==> config.mk <==
export PLATFORM = sky130hd
export DESIGN_NAME = swm_cell
export DESIGN_NICKNAME = d
export VERILOG_FILES = /design/src/swm_pkg.sv /design/src/swm_cell.sv
export SDC_FILE = /design/constraint.sdc
export NUM_CORES = 1
export LEC_CHECK = 0
export BUFFER_PORTS_ARGS = -buffer_cell sky130_fd_sc_hd__clkbuf_2
export CAP_MARGIN = 20
export CORE_UTILIZATION = 40
export CTS_CLUSTER_SIZE = 14
export DETAILED_ROUTE_END_ITERATION = 8
export PLACE_DENSITY = 0.75
export SYNTH_ARGS = -nofsm -noshare
export SYNTH_HDL_FRONTEND = slang
export SYNTH_SLANG_ARGS = --single-unit
==> constraint.sdc <==
create_clock -name clk -period 3.53 [get_ports clk]
set_clock_uncertainty 0.15 [all_clocks]
set_input_delay 0.706 -clock clk [delete_from_list [all_inputs] [get_ports clk]]
set_output_delay 0.706 -clock clk [all_outputs]
set_load 0.1 [all_outputs]
==> src/swm_pkg.sv <==
// Shared types and constants for the sliding-window median filter.
// Used by the channel interfaces, the sorter cell, the output buffer and the top level.
`timescale 1ns / 1ps
`default_nettype none

package swm_pkg;

  localparam int SWM_WINDOW = 99;
  localparam int SAMPLE_W   = 16;
  localparam int RESULT_W   = 17;

  typedef enum logic [1:0] {
    KIND_LO,
    KIND_VAL,
    KIND_HI
  } kind_t;

  typedef struct packed {
    logic gt;
    logic eb;
    logic del;
  } cell_flags_t;

  typedef struct packed {
    logic full;
    logic fill_lo;
  } chain_ctrl_t;

endpackage

`default_nettype wire

==> src/swm_cell.sv <==
// One cell of the sorted chain: holds a sample (or a low/high pad) and its ring tag,
// and each update takes its own, a neighbor's or the new sample. Depends on swm_pkg.
`timescale 1ns / 1ps
`default_nettype none

module swm_cell import swm_pkg::*; #(
  parameter int    TAG_W    = 7,
  parameter bit    IS_FIRST = 1'b0,
  parameter bit    IS_LAST  = 1'b0,
  parameter kind_t RST_KIND = KIND_HI
) (
  input  wire logic                       clk,
  input  wire logic                       rst,
  input  wire logic                       shift,
  input  wire chain_ctrl_t                ctrl,
  input  wire logic signed [SAMPLE_W-1:0] x,
  input  wire logic [TAG_W-1:0]           x_tag,
  input  wire logic signed [SAMPLE_W-1:0] evict_val,
  input  wire logic [TAG_W-1:0]           evict_tag,
  input  wire kind_t                      prev_kind,
  input  wire logic signed [SAMPLE_W-1:0] prev_val,
  input  wire logic [TAG_W-1:0]           prev_tag,
  input  wire cell_flags_t                prev_flags,
  input  wire kind_t                      next_kind,
  input  wire logic signed [SAMPLE_W-1:0] next_val,
  input  wire logic [TAG_W-1:0]           next_tag,
  input  wire cell_flags_t                next_flags,
  output kind_t                           kind,
  output logic signed [SAMPLE_W-1:0]      val,
  output logic [TAG_W-1:0]                tag,
  output cell_flags_t                     flags,
  output logic signed [SAMPLE_W-1:0]      val_next
);

  kind_t            kind_next;
  logic [TAG_W-1:0] tag_next;

  always_comb begin
    flags.gt  = (kind == KIND_HI) || ((kind == KIND_VAL) && (val > x));
    if (ctrl.full) begin
      flags.del = (kind == KIND_VAL) && (tag == evict_tag);
      flags.eb  = (kind == KIND_VAL) && !flags.del && (evict_val <= val);
    end else begin
      flags.del = ctrl.fill_lo ? IS_FIRST : IS_LAST;
      flags.eb  = ctrl.fill_lo && !IS_FIRST;
    end
  end

  // hold, take from the right, take from the left, or take the new sample
  always_comb begin
    if (!flags.del && (flags.gt == flags.eb)) begin
      kind_next = kind;
      val_next  = val;
      tag_next  = tag;
    end else if (!next_flags.del && !next_flags.gt && next_flags.eb) begin
      kind_next = next_kind;
      val_next  = next_val;
      tag_next  = next_tag;
    end else if (!prev_flags.del && prev_flags.gt && !prev_flags.eb) begin
      kind_next = prev_kind;
      val_next  = prev_val;
      tag_next  = prev_tag;
    end else begin
      kind_next = KIND_VAL;
      val_next  = x;
      tag_next  = x_tag;
    end
  end

  always_ff @(posedge clk) begin
    if (rst) begin
      kind <= RST_KIND;
    end else if (shift) begin
      kind <= kind_next;
    end
  end

  always_ff @(posedge clk) begin
    if (shift) begin
      val <= val_next;
      tag <= tag_next;
    end
  end

endmodule

`default_nettype wire

Word level (Yosys, flattened, before mapping)
Cells that the tools add are included.
Word-level totals
  flip-flop bits (word level): 25
  bits in latches: 0
  bits in writable memories: 0
  ROM bits: 0
  input port bits: 107
  output and inout bits: 44
  word-level logic and storage cells: 35
  memories kept: 0
Cells by class
  $add $sub $neg: 0
  multipliers: 0
  div/mod/pow operators: 0
  $lt $le $gt $ge: 2
  equality and inequality tests: 4
  shift-type cells: 0
  mux-type cells: 8
  bitwise gates (word level): 1
  reductions and logical operators: 17
Operators by type and width (number)
  16-bit two-way mux: 3
  16-bit > comparator: 1
  16-bit <= comparator: 1
  7-bit two-way mux: 2
  1-bit logical AND: 9
  7-bit equality test: 1
  1-bit logical NOT: 6
  2-bit two-way mux: 3
  2-bit by 1-bit equality test with 1-bit output (second input constant): 1
  2-bit equality test (second input constant): 1
  2-bit AND reduction: 1
  1-bit equality test: 1
  1-bit logical OR: 1
  1-bit NOT: 1

Logic depth before layout (Yosys ltp)
  word-level depth: 10
  depth in mapped cells: 11
  mapped depth without buffers: 10

Worst setup path before layout
No wires, ideal clock.
  path type: flip-flop to output port
  start point: reg val[5]
  end point: out val_next[10]
  arrival time: 5949 ps
  required time: 2674 ps
  setup slack: -3275 ps
  stages on the path, launching flop included: 12
  path buffers: 1
  path through: edfxtp_1 inv_1 ha_1 a211o_1 o211ai_2 a21oi_1 o311a_1 a211oi_2 xnor2_1 nor2_4 buf_12 mux2i_1
RTL lines
  start: declaration: RTL line swm_cell.sv:29  | output logic signed [SAMPLE_W-1:0] val,
  start signal: assignment: RTL line swm_cell.sv:80  | val <= val_next;
  end: declaration: RTL line swm_cell.sv:32  | output logic signed [SAMPLE_W-1:0] val_next

Worst setup path in the final report
  start point: in x[6]
  end point: out val_next[10]
On the way
  word-level cells in the longest chain between the ends: 6
Ends and longest elaborated chain
  start: declaration: RTL line swm_cell.sv:16  | input wire logic signed [SAMPLE_W-1:0] x,
  16-bit > comparator: RTL line swm_cell.sv:39  | flags.gt = (kind == KIND_HI) || ((kind == KIND_VAL) && (val > x));
  1-bit logical AND: RTL line swm_cell.sv:39
  1-bit logical OR: RTL line swm_cell.sv:39
  1-bit equality test: RTL line swm_cell.sv:51  | if (!flags.del && (flags.gt == flags.eb)) begin
  1-bit logical AND: RTL line swm_cell.sv:51
  16-bit two-way mux: RTL line swm_cell.sv:51
Every way passes these cells.

==> qor.yml <==
logic_synthesis:
  synthTopCellsByArea: "edfxtp_1 (28%), ha_1 (16%), mux2i_1 (10%)"
  yosysTopAreaCell: "edfxtp_1"
  synth_seq_area_share_pct: 30.0
  yosysMostFrequentCell: "nor2_1"
  postSynthAreaPerCell_um2: 8.51
  synthCells: 286
  synth_ff_type: "edfxtp_1"
  synth_edf_count: 23
  netlist.area_leader.share_pct: 28.4
  ys_warn_count: 0
  netlist_area_um2: 2430
  async_flop_share_pct: 0
  ys_types: 39
  ys_ff_latch: 25
  syn_nets: 425
  netlist_top_cells_count: "nor2_1 (41), inv_1 (38), a21oi_1 (37), ha_1 (32), mux2i_1 (25)"
pwr:
  total_power_uw: 3530
  power.density_nw_per_um2: 792
  max-vdd-ir-drop_mv: 0.698
  p_leak_uw: 0.00218
final_layout:
  antenna_cells: 0
  fillers: 409
  final_area_um2: 4460
  nNetsFinal: 634
  drive_gt1_share_pct: 53.2
  final_util_pct: 75.7
  area_growth_pct: 83.0
  regArea_um2: 731
  multi_input_area_um2: 1860
floorplan:
  die_area_um2: 6400
  core_um2: 5890
  die_y_um: 80.0
  std_cell_rows: 28
  start_util_pct: 41.4
  design.portCount: 151
  die_width_um: 80.0
route:
  top_layer_used: "met4"
  wire_per_inst_um: 14.7
  routedLengthMet1_um: 3350
  wl_met2_um: 4400
  met3WireLength_um: 412
  num_vias: 2854
  drtIter0Drc: 129
  wl_um: 8350
  first_pass_iters: 4
  ant_nets: 0
  drc: 0
  viasPerCell: 5.02
placement:
  placed_area_um2: 4160
  port_buffers: 150
  dp_hpwl_um: 6490
  gp_congestion: 0.770
cts:
  clkTransAtPathRegs_ps: 100
  cts_tree: "built"
  cts-root-buf: "clkbuf_8"
  clockBufferDepth: 2
  clock_latency_ps: 280
  cts_sinks: 25
  htree_levels: 1
  hold_buffers: 0
  cts_buffers: 3
critical_path:
  crit_chain: "clkbuf_2 -> inv_1 -> ha_1 -> o21a_1 -> a21oi_2 -> and3_4 -> or3_4 -> a32oi_4 -> xnor2_2 -> nor2_4 -> buf_12 -> buf_12 -> mux2i_4 -> buf_12"
  crit_required_ps: 2670
  critPathMaxFanout: 6
  crit_top_cell: "buf_12"
  slowest_stage: "or3_4"
  endpoint_kind: "primary output"
  cp_slowest_stage_delay_ps: 370
  crit_type: "primary input to primary output"
  crit_path_start_kind: "primary input"
  crit_arrival_ps: 3240
timing:
  rsz0062_at_grt: "yes"
  slew_viol_final: 0
  maxSlewHeadroom_pct: 62.3
  tns_ps: -8900
  fin_ws_ps: -571
  worstMarginPinSlew_ps: 569
  fin_crit_sh_pct: 116
  whs_ps: 474
  fmax_mhz: 244
  finalHoldViolCount: 0
  min_period_ps: 4100
  setup_viol: 16
status:
  violations: "negative setup slack"
  outcome: "finished, violations left"
worst_hold_path:
  hp-class: "flop to flop"
global_route:
  grt_max_degree: 50
  grt_pass1_vias: 2804
  grt_usage_pct: 26.1
  gr-total-overflow: 0
  antenna_found_initial: 0
  grt_pass1_wl_um: 12900
job:
  maxCapViolCount: 0
==> cell families after synthesis <==
logic type                 count (synthesis)  synth area share (%)
buffers and inverters                     48                  8.07
AOI/OAI and AO/OA                         68                  16.8
adders and majority gates                 32                  16.4
DFF                                       25                  30.0
xor gates and xnor gates                   8                  2.88
muxes                                     26                  10.7
and+or+nand+nor                           79                  15.1
==> metal layers <==
layer  GRT usage, %  vias to the layer above
met1           30.6                     1304
li1               -                     1426
met3           4.80                       19
met2           47.9                      105
met4           7.32                        0
met5              0                        -
==> where the power goes <==
| part | internal [uW] | switching [uW] | leakage (uW) |
|---|---|---|---|
| Sequential | 424 | 58.4 | 0.000241 |
| Clock | 80.2 | 108 | 0.0000217 |
| Combinational | 1090 | 1770 | 0.00192 |
==> critical path, delay by kind of cell <==
| kind | cells | cell delay, ps |
|---|---|---|
| AOI/OAI and AO/OA | 3 | 520 |
| xor gates and xnor gates | 1 | 120 |
| adders and majority gates | 1 | 310 |
| buffers and inverters | 5 | 600 |
| muxes | 1 | 280 |
| and+or+nand+nor | 3 | 690 |
==> area by class of cell <==
cell class | count | share of cell area, %
repair buffers | 214 | 35.4
clock inverters | 1 | 0.168
flip-flops and latches | 25 | 16.4
inverters | 38 | 3.26
well taps | 75 | 2.11
clock buffers | 3 | 0.927
multi-input cells | 213 | 41.7
==> state kept, by name, summed over array words and instances, names as in the netlist <==
register and cells:
kind 2, tag 7, val 16
==> stage by stage <==
step / setup WS (ps) / instances
2_1_floorplan: -1900 / 286
3_3_place_gp: -590 / 552
3_5_place_dp: -719 / 552
4_1_cts: -486 / 564
5_1_grt: -682 / 569
6_report: -571 / 569
==> what timing repair did <==
item | CTS | global route
endpoints found under the setup margin | 17 | 16
cloned | 1 | 0
setup buffers | 7 | 5
resized for setup | 16 | 2
pin swaps | 13 | 1
==> placed cells by master, fill, tap and decap left out, types with 4 or more instances in the layout <==
master,n
clkbuf_2,131
ha_4,6
edfxtp_1,23
ha_1,26
inv_1,28
a21oi_1,36
mux2i_1,9
buf_12,22
mux2i_4,16
o21ai_0,11
inv_2,9
nand2_1,12
buf_4,59
xor2_1,4
nor2_1,40
nand4_1,5
==> worst paths after layout <==
| path | from | end | slack (ps) | cells after the start |
|---|---|---|---|---|
| min reg2reg | kind[1] | kind[1] | 470 | 2 |
| max | x[6] | val_next[10] | -570 | 14 |
| max reg2reg | val[5] | val[11] | 230 | 14 |
| min | kind[1] | kind[1] | 470 | 2 |
(Power assumes the default switching activity.)
